## src/sv/eas_pkg.sv

```systemverilog
// Shared types, constants and codes of the EAROM access sequencer.
package eas_pkg;

    // Storage geometry
    localparam int EAROM_BYTES = 64;
    localparam int ADDR_W      = 16;
    localparam int BYTE_W      = 8;
    localparam int RWAIT_W     = 10;
    localparam int CWAIT_W     = 20;
    localparam int OFFSET_W    = 6;
    localparam int CFG_IDX_W   = 3;
    localparam int CFG_DATA_W  = 20;

    // Command queue between front and back
    localparam int QUEUE_DEPTH = 4;
    localparam int QPTR_W      = $clog2(QUEUE_DEPTH);
    localparam int QCNT_W      = $clog2(QUEUE_DEPTH + 1);

    // Sequencer step counter
    localparam int STEP_W      = 3;

    // Input opcodes
    localparam logic [1:0] OP_READ   = 2'd0;
    localparam logic [1:0] OP_WRITE  = 2'd1;
    localparam logic [1:0] OP_RETURN = 2'd2;

    // Configuration register indexes
    localparam logic [CFG_IDX_W-1:0] REG_WRITE_BASE = 3'd0;
    localparam logic [CFG_IDX_W-1:0] REG_CONTROL    = 3'd1;
    localparam logic [CFG_IDX_W-1:0] REG_READ_ADDR  = 3'd2;
    localparam logic [CFG_IDX_W-1:0] REG_MODE_SWAP  = 3'd3;
    localparam logic [CFG_IDX_W-1:0] REG_READ_WAIT  = 3'd4;
    localparam logic [CFG_IDX_W-1:0] REG_CYCLE_WAIT = 3'd5;

    // Control latch bits: D0 clock, D1/D2 mode pins, D3 chip select
    localparam logic [BYTE_W-1:0] CTL_REST = 8'h00;
    localparam logic [BYTE_W-1:0] CTL_WIPE = 8'h06;
    localparam logic [BYTE_W-1:0] CTL_WR_A = 8'h02;
    localparam logic [BYTE_W-1:0] CTL_WR_B = 8'h04;
    localparam logic [BYTE_W-1:0] CTL_CLK  = 8'h01;
    localparam logic [BYTE_W-1:0] CTL_CS   = 8'h08;

    // Reset values of configuration
    localparam logic [RWAIT_W-1:0] READ_WAIT_RST  = 10'd2;
    localparam logic [CWAIT_W-1:0] CYCLE_WAIT_RST = 20'd50000;

    // Last step index of each command
    localparam logic [STEP_W-1:0] STEP_LAST_REQ = 3'd6;
    localparam logic [STEP_W-1:0] STEP_LAST_RET = 3'd1;

    typedef enum logic [1:0] {
        CMD_READ   = 2'd0,
        CMD_WRITE  = 2'd1,
        CMD_RETURN = 2'd2
    } eas_cmd_t;

    typedef enum logic [1:0] {
        KIND_BUS_WRITE = 2'd0,
        KIND_BUS_READ  = 2'd1,
        KIND_WAIT      = 2'd2,
        KIND_DONE      = 2'd3
    } eas_kind_t;

    // Classified command queued for the back end
    typedef struct packed {
        eas_cmd_t            cmd;
        logic [ADDR_W-1:0]   addr;   // latch address for requests
        logic [BYTE_W-1:0]   data;   // write byte or returned byte
        logic                err;    // bus read error on return
    } eas_entry_t;

    // Configuration register set
    typedef struct packed {
        logic [ADDR_W-1:0]   write_base;
        logic [ADDR_W-1:0]   control_addr;
        logic [ADDR_W-1:0]   read_addr;
        logic                mode_swapped;
        logic [RWAIT_W-1:0]  read_wait;
        logic [CWAIT_W-1:0]  cycle_wait;
    } eas_cfg_t;

    // One result beat
    typedef struct packed {
        eas_kind_t           kind;
        logic [ADDR_W-1:0]   bus_address;
        logic [BYTE_W-1:0]   bus_data;
        logic [CWAIT_W-1:0]  wait_us;
        logic [BYTE_W-1:0]   read_value;
        logic                read_error;
        logic                last;
    } eas_beat_t;

endpackage

```

## src/sv/earom_access_sequencer.sv

```systemverilog
// Top level of the EAROM access sequencer: configuration registers and wiring.
//
//  channel | dir | handshake                | payload
//  s_      | in  | s_tvalid / s_tready      | s_tuser opcode, s_tdata request fields
//  m_      | out | m_tvalid / m_tready      | m_tuser kind, m_tdata result, m_tlast
//  cfg_    | in  | cfg_valid / cfg_ready    | cfg_index, cfg_data
//
// A request gives seven result beats, a read return two, one beat per cycle
// from the back end sequencer while the result side takes them, each beat
// registered at the output. The four-entry command queue keeps taking input
// until full while the sequencer works or the result side stalls. Synchronous
// active-low reset clears the pending read, the queue and the sequencer and
// loads the configuration defaults. Configuration writes are always taken.
module earom_access_sequencer (
    input  logic        aclk,
    input  logic        aresetn,
    // input beats
    input  logic        s_tvalid,
    output logic        s_tready,
    input  logic [31:0] s_tdata,   // offset[5:0], write_data[13:6],
                                   // bus_read_value[29:14], bus_read_error[30]
    input  logic [1:0]  s_tuser,   // opcode[1:0]
    // result beats
    output logic        m_tvalid,
    input  logic        m_tready,
    output logic [55:0] m_tdata,   // bus_address[15:0], bus_data[23:16],
                                   // wait_us[43:24], read_value[51:44],
                                   // read_error[52]
    output logic [1:0]  m_tuser,   // kind[1:0]
    output logic        m_tlast,
    // configuration writes
    input  logic        cfg_valid,
    output logic        cfg_ready,
    input  logic [eas_pkg::CFG_IDX_W-1:0]  cfg_index,
    input  logic [eas_pkg::CFG_DATA_W-1:0] cfg_data
);

    eas_pkg::eas_cfg_t   cfg_reg;
    eas_pkg::eas_cfg_t   cfg_next;
    eas_pkg::eas_entry_t push_entry;
    eas_pkg::eas_entry_t head;
    eas_pkg::eas_beat_t  beat;
    logic                q_push;
    logic                q_pop;
    logic                q_not_full;
    logic                q_not_empty;

    assign cfg_ready = 1'b1;

    // configuration register writes
    always_comb begin
        cfg_next = cfg_reg;
        if (cfg_valid && cfg_ready) begin
            case (cfg_index)
                eas_pkg::REG_WRITE_BASE:
                    cfg_next.write_base   = cfg_data[eas_pkg::ADDR_W-1:0];
                eas_pkg::REG_CONTROL:
                    cfg_next.control_addr = cfg_data[eas_pkg::ADDR_W-1:0];
                eas_pkg::REG_READ_ADDR:
                    cfg_next.read_addr    = cfg_data[eas_pkg::ADDR_W-1:0];
                eas_pkg::REG_MODE_SWAP:
                    cfg_next.mode_swapped = cfg_data[0];
                eas_pkg::REG_READ_WAIT:
                    cfg_next.read_wait    = cfg_data[eas_pkg::RWAIT_W-1:0];
                eas_pkg::REG_CYCLE_WAIT:
                    cfg_next.cycle_wait   = cfg_data[eas_pkg::CWAIT_W-1:0];
                default: cfg_next = cfg_reg;
            endcase
        end
    end

    always_ff @(posedge aclk) begin
        if (!aresetn) begin
            cfg_reg.write_base   <= '0;
            cfg_reg.control_addr <= '0;
            cfg_reg.read_addr    <= '0;
            cfg_reg.mode_swapped <= 1'b0;
            cfg_reg.read_wait    <= eas_pkg::READ_WAIT_RST;
            cfg_reg.cycle_wait   <= eas_pkg::CYCLE_WAIT_RST;
        end else begin
            cfg_reg <= cfg_next;
        end
    end

    eas_front u_front (
        .aclk           (aclk),
        .aresetn        (aresetn),
        .s_tvalid       (s_tvalid),
        .s_tready       (s_tready),
        .opcode         (s_tuser),
        .offset         (s_tdata[5:0]),
        .write_data     (s_tdata[13:6]),
        .bus_read_value (s_tdata[29:14]),
        .bus_read_error (s_tdata[30]),
        .cfg            (cfg_reg),
        .q_ready        (q_not_full),
        .q_push         (q_push),
        .q_entry        (push_entry)
    );

    eas_queue u_queue (
        .aclk       (aclk),
        .aresetn    (aresetn),
        .push       (q_push),
        .push_entry (push_entry),
        .not_full   (q_not_full),
        .pop        (q_pop),
        .not_empty  (q_not_empty),
        .head       (head)
    );

    eas_back u_back (
        .aclk    (aclk),
        .aresetn (aresetn),
        .cfg     (cfg_reg),
        .q_valid (q_not_empty),
        .q_head  (head),
        .q_pop   (q_pop),
        .m_valid (m_tvalid),
        .m_ready (m_tready),
        .m_beat  (beat)
    );

    // pack the result beat
    assign m_tdata = {3'b000, beat.read_error, beat.read_value, beat.wait_us,
                      beat.bus_data, beat.bus_address};
    assign m_tuser = beat.kind;
    assign m_tlast = beat.last;

endmodule

```

## src/sv/eas_front.sv

```systemverilog
// Front end: accepts input beats, tracks the pending read and queues commands.
module eas_front (
    input  logic                     aclk,
    input  logic                     aresetn,
    input  logic                     s_tvalid,
    output logic                     s_tready,
    input  logic [1:0]               opcode,
    input  logic [eas_pkg::OFFSET_W-1:0] offset,
    input  logic [eas_pkg::BYTE_W-1:0]   write_data,
    input  logic [eas_pkg::ADDR_W-1:0]   bus_read_value,
    input  logic                     bus_read_error,
    input  eas_pkg::eas_cfg_t        cfg,
    input  logic                     q_ready,
    output logic                     q_push,
    output eas_pkg::eas_entry_t      q_entry
);

    logic pending_reg;
    logic pending_next;
    logic accept;
    logic [eas_pkg::ADDR_W-1:0] latch_addr;

    assign s_tready = q_ready;
    assign accept   = s_tvalid && s_tready;

    // offset wraps at the size of the part, then adds with 16-bit wrap
    assign latch_addr = cfg.write_base
                      + eas_pkg::ADDR_W'(offset % eas_pkg::EAROM_BYTES);

    // classify the beat
    always_comb begin
        pending_next  = pending_reg;
        q_push        = 1'b0;
        q_entry.cmd   = eas_pkg::CMD_READ;
        q_entry.addr  = latch_addr;
        q_entry.data  = '0;
        q_entry.err   = 1'b0;
        if (accept) begin
            case (opcode)
                eas_pkg::OP_READ: begin
                    if (!pending_reg) begin
                        q_push       = 1'b1;
                        pending_next = 1'b1;
                    end
                end
                eas_pkg::OP_WRITE: begin
                    if (!pending_reg) begin
                        q_push       = 1'b1;
                        q_entry.cmd  = eas_pkg::CMD_WRITE;
                        q_entry.data = write_data;
                    end
                end
                eas_pkg::OP_RETURN: begin
                    if (pending_reg) begin
                        q_push       = 1'b1;
                        pending_next = 1'b0;
                        q_entry.cmd  = eas_pkg::CMD_RETURN;
                        q_entry.err  = bus_read_error;
                        q_entry.data = bus_read_error ? '0
                                     : bus_read_value[eas_pkg::BYTE_W-1:0];
                    end
                end
                default: begin
                    q_push = 1'b0;
                end
            endcase
        end
    end

    always_ff @(posedge aclk) begin
        if (!aresetn) begin
            pending_reg <= 1'b0;
        end else begin
            pending_reg <= pending_next;
        end
    end

    // a return is only queued while a read is outstanding
    assert property (@(posedge aclk) disable iff (!aresetn)
        (q_push && q_entry.cmd == eas_pkg::CMD_RETURN) |-> pending_reg)
        else $error("return queued with no read pending");

    // a read request leaves a read outstanding
    assert property (@(posedge aclk) disable iff (!aresetn)
        (q_push && q_entry.cmd == eas_pkg::CMD_READ) |=> pending_reg)
        else $error("read request did not mark read pending");

    // nothing is queued unless a beat is taken
    assert property (@(posedge aclk) disable iff (!aresetn)
        q_push |-> (s_tvalid && q_ready))
        else $error("command queued without input beat");

endmodule

```

## src/sv/eas_queue.sv

```systemverilog
// Short command queue between the front and back ends.
module eas_queue (
    input  logic                 aclk,
    input  logic                 aresetn,
    input  logic                 push,
    input  eas_pkg::eas_entry_t  push_entry,
    output logic                 not_full,
    input  logic                 pop,
    output logic                 not_empty,
    output eas_pkg::eas_entry_t  head
);

    eas_pkg::eas_entry_t slot_reg [eas_pkg::QUEUE_DEPTH];
    logic [eas_pkg::QPTR_W-1:0] wr_ptr_reg, wr_ptr_next;
    logic [eas_pkg::QPTR_W-1:0] rd_ptr_reg, rd_ptr_next;
    logic [eas_pkg::QCNT_W-1:0] count_reg, count_next;
    logic do_push;
    logic do_pop;

    assign not_full  = (count_reg != eas_pkg::QCNT_W'(eas_pkg::QUEUE_DEPTH));
    assign not_empty = (count_reg != '0);
    assign head      = slot_reg[rd_ptr_reg];
    assign do_push   = push && not_full;
    assign do_pop    = pop && not_empty;

    // pointer and fill count update
    always_comb begin
        wr_ptr_next = wr_ptr_reg;
        rd_ptr_next = rd_ptr_reg;
        count_next  = count_reg;
        if (do_push) begin
            wr_ptr_next = (wr_ptr_reg == eas_pkg::QPTR_W'(eas_pkg::QUEUE_DEPTH - 1))
                        ? '0 : wr_ptr_reg + 1'b1;
        end
        if (do_pop) begin
            rd_ptr_next = (rd_ptr_reg == eas_pkg::QPTR_W'(eas_pkg::QUEUE_DEPTH - 1))
                        ? '0 : rd_ptr_reg + 1'b1;
        end
        if (do_push && !do_pop) begin
            count_next = count_reg + 1'b1;
        end else if (do_pop && !do_push) begin
            count_next = count_reg - 1'b1;
        end
    end

    always_ff @(posedge aclk) begin
        if (!aresetn) begin
            wr_ptr_reg <= '0;
            rd_ptr_reg <= '0;
            count_reg  <= '0;
        end else begin
            wr_ptr_reg <= wr_ptr_next;
            rd_ptr_reg <= rd_ptr_next;
            count_reg  <= count_next;
        end
    end

    // entry storage
    always_ff @(posedge aclk) begin
        if (do_push) begin
            slot_reg[wr_ptr_reg] <= push_entry;
        end
    end

    assert property (@(posedge aclk) disable iff (!aresetn)
        count_reg <= eas_pkg::QCNT_W'(eas_pkg::QUEUE_DEPTH))
        else $error("queue fill count overflow");

    assert property (@(posedge aclk) disable iff (!aresetn)
        (push && !not_full) |-> 1'b0)
        else $error("push into a full queue");

    assert property (@(posedge aclk) disable iff (!aresetn)
        (count_reg == '0) |-> (wr_ptr_reg == rd_ptr_reg))
        else $error("empty queue with unequal pointers");

endmodule

```

## src/sv/eas_back.sv

```systemverilog
// Back end: steps through each command and drives the result output register.
module eas_back (
    input  logic                 aclk,
    input  logic                 aresetn,
    input  eas_pkg::eas_cfg_t    cfg,
    input  logic                 q_valid,
    input  eas_pkg::eas_entry_t  q_head,
    output logic                 q_pop,
    output logic                 m_valid,
    input  logic                 m_ready,
    output eas_pkg::eas_beat_t   m_beat
);

    logic                        busy_reg, busy_next;
    logic [eas_pkg::STEP_W-1:0]  step_reg, step_next;
    eas_pkg::eas_entry_t         cur_reg, cur_next;
    logic                        m_valid_reg, m_valid_next;
    eas_pkg::eas_beat_t          m_beat_reg, m_beat_next;
    eas_pkg::eas_beat_t          beat;
    logic [eas_pkg::STEP_W-1:0]  last_step;
    logic [eas_pkg::BYTE_W-1:0]  mode_ctl;
    logic                        emit;
    logic                        finish;

    assign mode_ctl  = (cfg.mode_swapped ? eas_pkg::CTL_WR_B : eas_pkg::CTL_WR_A)
                     | eas_pkg::CTL_CS;
    assign last_step = (cur_reg.cmd == eas_pkg::CMD_RETURN) ? eas_pkg::STEP_LAST_RET
                                                             : eas_pkg::STEP_LAST_REQ;
    assign emit      = busy_reg && (!m_valid_reg || m_ready);
    assign finish    = emit && (step_reg == last_step);
    assign q_pop     = q_valid && (!busy_reg || finish);

    // beat for the current command and step
    always_comb begin
        beat             = '0;
        beat.kind        = eas_pkg::KIND_BUS_WRITE;
        beat.bus_address = cfg.control_addr;
        beat.bus_data    = eas_pkg::CTL_REST;
        beat.last        = (step_reg == last_step);
        case (cur_reg.cmd)
            eas_pkg::CMD_READ: begin
                case (step_reg)
                    3'd1: begin
                        beat.bus_address = cur_reg.addr;
                        beat.bus_data    = '0;
                    end
                    3'd2: beat.bus_data = eas_pkg::CTL_CS;
                    3'd3: beat.bus_data = eas_pkg::CTL_CS | eas_pkg::CTL_CLK;
                    3'd4: begin
                        beat.kind        = eas_pkg::KIND_WAIT;
                        beat.bus_address = '0;
                        beat.bus_data    = '0;
                        beat.wait_us     = eas_pkg::CWAIT_W'(cfg.read_wait);
                    end
                    3'd5: beat.bus_data = eas_pkg::CTL_CS;
                    3'd6: begin
                        beat.kind        = eas_pkg::KIND_BUS_READ;
                        beat.bus_address = cfg.read_addr;
                        beat.bus_data    = '0;
                    end
                    default: beat.bus_data = eas_pkg::CTL_REST;
                endcase
            end
            eas_pkg::CMD_WRITE: begin
                case (step_reg)
                    3'd1: begin
                        beat.bus_address = cur_reg.addr;
                        beat.bus_data    = cur_reg.data;
                    end
                    3'd2: beat.bus_data = eas_pkg::CTL_WIPE | eas_pkg::CTL_CS;
                    3'd3, 3'd5: begin
                        beat.kind        = eas_pkg::KIND_WAIT;
                        beat.bus_address = '0;
                        beat.bus_data    = '0;
                        beat.wait_us     = cfg.cycle_wait;
                    end
                    3'd4: beat.bus_data = mode_ctl;
                    default: beat.bus_data = eas_pkg::CTL_REST;
                endcase
            end
            eas_pkg::CMD_RETURN: begin
                if (step_reg == '0) begin
                    beat.kind        = eas_pkg::KIND_DONE;
                    beat.bus_address = '0;
                    beat.read_value  = cur_reg.data;
                    beat.read_error  = cur_reg.err;
                end
            end
            default: beat.bus_data = eas_pkg::CTL_REST;
        endcase
    end

    // sequencer control
    always_comb begin
        busy_next = busy_reg;
        step_next = step_reg;
        cur_next  = cur_reg;
        if (q_pop) begin
            busy_next = 1'b1;
            step_next = '0;
            cur_next  = q_head;
        end else if (finish) begin
            busy_next = 1'b0;
        end else if (emit) begin
            step_next = step_reg + 1'b1;
        end
    end

    // output register
    always_comb begin
        m_valid_next = m_valid_reg;
        m_beat_next  = m_beat_reg;
        if (emit) begin
            m_valid_next = 1'b1;
            m_beat_next  = beat;
        end else if (m_ready) begin
            m_valid_next = 1'b0;
        end
    end

    always_ff @(posedge aclk) begin
        if (!aresetn) begin
            busy_reg    <= 1'b0;
            step_reg    <= '0;
            m_valid_reg <= 1'b0;
        end else begin
            busy_reg    <= busy_next;
            step_reg    <= step_next;
            m_valid_reg <= m_valid_next;
        end
    end

    always_ff @(posedge aclk) begin
        cur_reg    <= cur_next;
        m_beat_reg <= m_beat_next;
    end

    assign m_valid = m_valid_reg;
    assign m_beat  = m_beat_reg;

    assert property (@(posedge aclk) disable iff (!aresetn)
        busy_reg |-> (step_reg <= last_step))
        else $error("sequencer step beyond end of command");

    assert property (@(posedge aclk) disable iff (!aresetn)
        (m_valid_reg && m_beat_reg.kind == eas_pkg::KIND_DONE) |-> !m_beat_reg.last)
        else $error("completion beat marked as last");

    assert property (@(posedge aclk) disable iff (!aresetn)
        (emit && !finish) |=> (busy_reg && step_reg == $past(step_reg) + 1'b1))
        else $error("sequencer failed to advance");

endmodule

```

## config.mk

```make
export PLATFORM = sky130hd
export DESIGN_NAME = earom_access_sequencer
export DESIGN_NICKNAME = d
export VERILOG_FILES = /design/src/sv/eas_pkg.sv /design/src/sv/earom_access_sequencer.sv /design/src/sv/eas_front.sv /design/src/sv/eas_queue.sv /design/src/sv/eas_back.sv
export SDC_FILE = /design/constraint.sdc
export NUM_CORES = 1
export LEC_CHECK = 0
export BUFFER_PORTS_ARGS = -buffer_cell sky130_fd_sc_hd__buf_4
export CORE_MARGIN = 1
export CORE_UTILIZATION = 42
export DETAILED_ROUTE_END_ITERATION = 6
export HOLD_SLACK_MARGIN = 0.08
export SETUP_SLACK_MARGIN = 0.2
export SLEW_MARGIN = 10
export SYNTH_ARGS = -nofsm -noshare
export SYNTH_HDL_FRONTEND = slang
export SYNTH_SLANG_ARGS = --single-unit
export TNS_END_PERCENT = 10
```

## constraint.sdc

```tcl
create_clock -name aclk -period 7.5 [get_ports aclk]
set_clock_uncertainty 0.05 [all_clocks]
set_input_delay 0.75 -clock aclk [delete_from_list [all_inputs] [get_ports aclk]]
set_output_delay 0.75 -clock aclk [all_outputs]
set_load 0.02 [all_outputs]
```

==> summary.md <==
| Metric | Value |
|---|---|
| Area of the die | about 28,000 um^2 |
| Vias/cell | a little over 5 |
| Die H | about 170 um |
| Setup TNS | 0 ns |
| Post-CTS Setup Bufs | 0 |
| Synthesis Warnings | 0 |
| Slew at the pin closest to its max-slew limit | 1.11 ns |
| CP Capture Type | flop |
| P&R area growth vs syn | 18.4% |
| Sequential share of the synthesized area | 0.667 |
| Main synth FF type | edfxtp_1 |
| Commonest non-fill, non-tap cell in the layout | edfxtp_1 |
| Clock buffer depth | 3 |
| Leak Pwr | a little under 5 nW |
| Effective utilization at floorplan | 0.432 |
| DR WL/cell | around 17 um |
| Peak supply drop | ~0.17 mV |
| Largest stage delay on the critical path | 0.95 ns |
| Final Hold Vio Count | 0 |
| Overall routed net length | between 20 and 25 mm |
| Setup violations, final | 0 |
| Post-synth EDFFs | ~190 |
| NumNets Final | approximately 1,100 |
| Pwr Density | roughly 330 nW/um^2 |
| Clk_lat worst skew | between 0.5 and 0.6 ns |
| Unique masters post-synth | 54 |
| Setup Crit Path Kind | flop to flop |
| Mapped cell area | about 11,000 um^2 |
| Status | finished with violations |
| Tmin final | approximately 3.6 ns |
| Max cap viols | 0 |
| F_max | roughly 280 MHz |
| Share of cells above drive strength 1 | 0.208 |
| Max reg flops | about 110 |
| Root Driver | clkbuf_16 |
| CP Max Fanout | 31 |
| Most frequent cells in the layout | 191 x edfxtp_1, 167 x nand2_1, 117 x buf_4, 90 x dfxtp_1, 84 x a21oi_1 |
| Setup repair after global routing missed its margin | false |
| First-pass GRT wire length | 36.5 mm |
| Hold_buf cts | 0 |
| Critical path data arrival time | between 4 and 5 ns |
| Final Core Density | 0.512 |
| Final total power | roughly 0.0044 W |
| FFs w/ async S/R, synth | 0 |
| Synthesized flop and latch total | approximately 280 |
| Worst Setup Start Kind | flop |
| # clock sinks | roughly 280 |
| Chip Width | between 150 and 200 um |
| IO Port Bufs | 110 |
| Crit-path cells | nand2b_4 > or4_1 > a31oi_4 > inv_1 > ha_1 > inv_1 > fa_1 > xor2_1 > or3_1 > a21oi_1 |
| GPL Wtd Cong | around 0.76 |
| Total CTS buffers | 29 |
| WP data required | 7.90 ns |
| Diodes inserted | 0 |
| Core Region | 26,300 um^2 |
| Post-DRT Antenna Nets | 0 |
| Max Slew Vio Count | 0 |
| TritonCTS clock tree | yes |
| Initial antenna violation count | 0 |
| CP max-delay cell | a31oi_4 |
| Via count | between 6,000 and 7,000 |
| First drt pass iteration count | 7 |
| Failing checks | design-rule violations |
| H-tree depth | 1 |
| Grt ovf | 0 |
| GRT Total Usage | 0.165 |
| Hold Crit Class | flop to flop |
| IO Count | roughly 120 |
| Final period util | 0.484 |
| Most common cell on crit path | inv_1 |
| Clock-pin slew on the worst setup and hold paths | approximately 0.06 ns |
| Largest net degree at the start of global routing | 86 |
| Mean Syn Cell Area | about 13 um^2 |
| Max transition margin | 0.258 |
| Post-synthesis cell count | a little under 900 |
| Resize count post-CTS | 0 |
| Drt drc | 11 |
| Number of global-route vias before repair | 6,590 |
| Rows | 59 |
| DR iter-0 viols | approximately 520 |
| Post-DP HPWL | between 10 and 15 mm |
==> through the flow <==
| stage | cell area [um^2] | instances | setup WS [ns] | hold slack [ns] |
|---|---|---|---|---|
| final | 13500 | 1325 | 3.87 | 0.398 |
| after CTS | 13500 | 1325 | 3.84 | 0.402 |
| after global placement | 12500 | 1272 | 3.69 | 0.387 |
| after detailed placement | 12500 | 1272 | 3.65 | 0.394 |
| after floorplan | 11400 | 868 | 3.87 | 0.382 |
| after global routing | 13500 | 1325 | 3.57 | 0.422 |
==> cells by family (layout without fill, tap and decap cells) <==
logic type | count (synthesis) | count (layout) | share of synthesized area
xor+xnor | 16 | 16 | 0.0123
simple gates | 284 | 284 | 0.118
flops | 283 | 283 | 0.667
buf+inv | 62 | 184 | 0.0234
mux | 31 | 31 | 0.0570
other cells | 2 | 4 | 0.000661
compound gates | 166 | 166 | 0.0960
fa+ha+maj | 22 | 22 | 0.0255
==> worst paths after layout <==
check	start	endpoint	slack, ns	cells after the start
hold / removal	cfg_reg[11]	cfg_reg[11]	0.40	2
setup / recovery	u_back.cur_reg[25]	u_queue.count_reg[2]	3.87	10
setup reg to reg	u_back.cur_reg[25]	u_queue.count_reg[2]	3.87	10
hold reg to reg	cfg_reg[11]	cfg_reg[11]	0.40	2
==> Yosys cell counts, drive strengths merged (6+ instances only) <==
cell type / count / area (um^2)
edfxtp: 191 / 5740
nand2: 167 / 627
dfxtp: 92 / 1840
a21oi: 84 / 420
a22o: 34 / 298
clkbuf: 32 / 120
and2: 30 / 190
mux4: 27 / 608
ha: 20 / 250
a21o: 18 / 135
nor2: 18 / 67.6
buf: 16 / 93.8
nand3: 16 / 80.1
inv: 14 / 52.6
xnor2: 13 / 114
and3: 8 / 50.1
nand2b: 7 / 51.3
a211oi: 6 / 45.0
==> layout make-up <==
class / count / area [um^2]
clock buffer: 36 / 772
clock inverter: 17 / 213
fill: 2255 / 12800
inverter: 14 / 52.6
multi-input combinational: 523 / 3550
sequential: 283 / 7580
tap: 335 / 419
timing repair buffer: 117 / 878
==> layer usage <==
layer	share of wire	global-route usage	vias to the layer above	wire length (um)
met5	0	0	-	0
met4	0.015	0.0395	0	336
met3	0.047	0.0259	22	1070
met2	0.46	0.258	160	10400
met1	0.48	0.241	3321	11000
li1	-	-	3370	-
==> worst max-delay path: cells and delay by family (launching register included) <==
| kind | cells | cell delay [ns] |
|---|---|---|
| fa+ha+maj | 2 | 0.45 |
| buf+inv | 2 | 0.22 |
| compound gates | 2 | 1.10 |
| xor+xnor | 1 | 0.08 |
| flops | 1 | 0.51 |
| simple gates | 3 | 1.14 |
==> report_power, final <==
group / internal, W / switching (W) / total [W]
Clock: 0.000900 / 0.000564 / 0.00146
Sequential: 0.00198 / 0.000127 / 0.00210
Combinational: 0.000362 / 0.000519 / 0.000881
Total: 0.00324 / 0.00121 / 0.00445
Note: power is estimated with default switching activity, not from simulation.
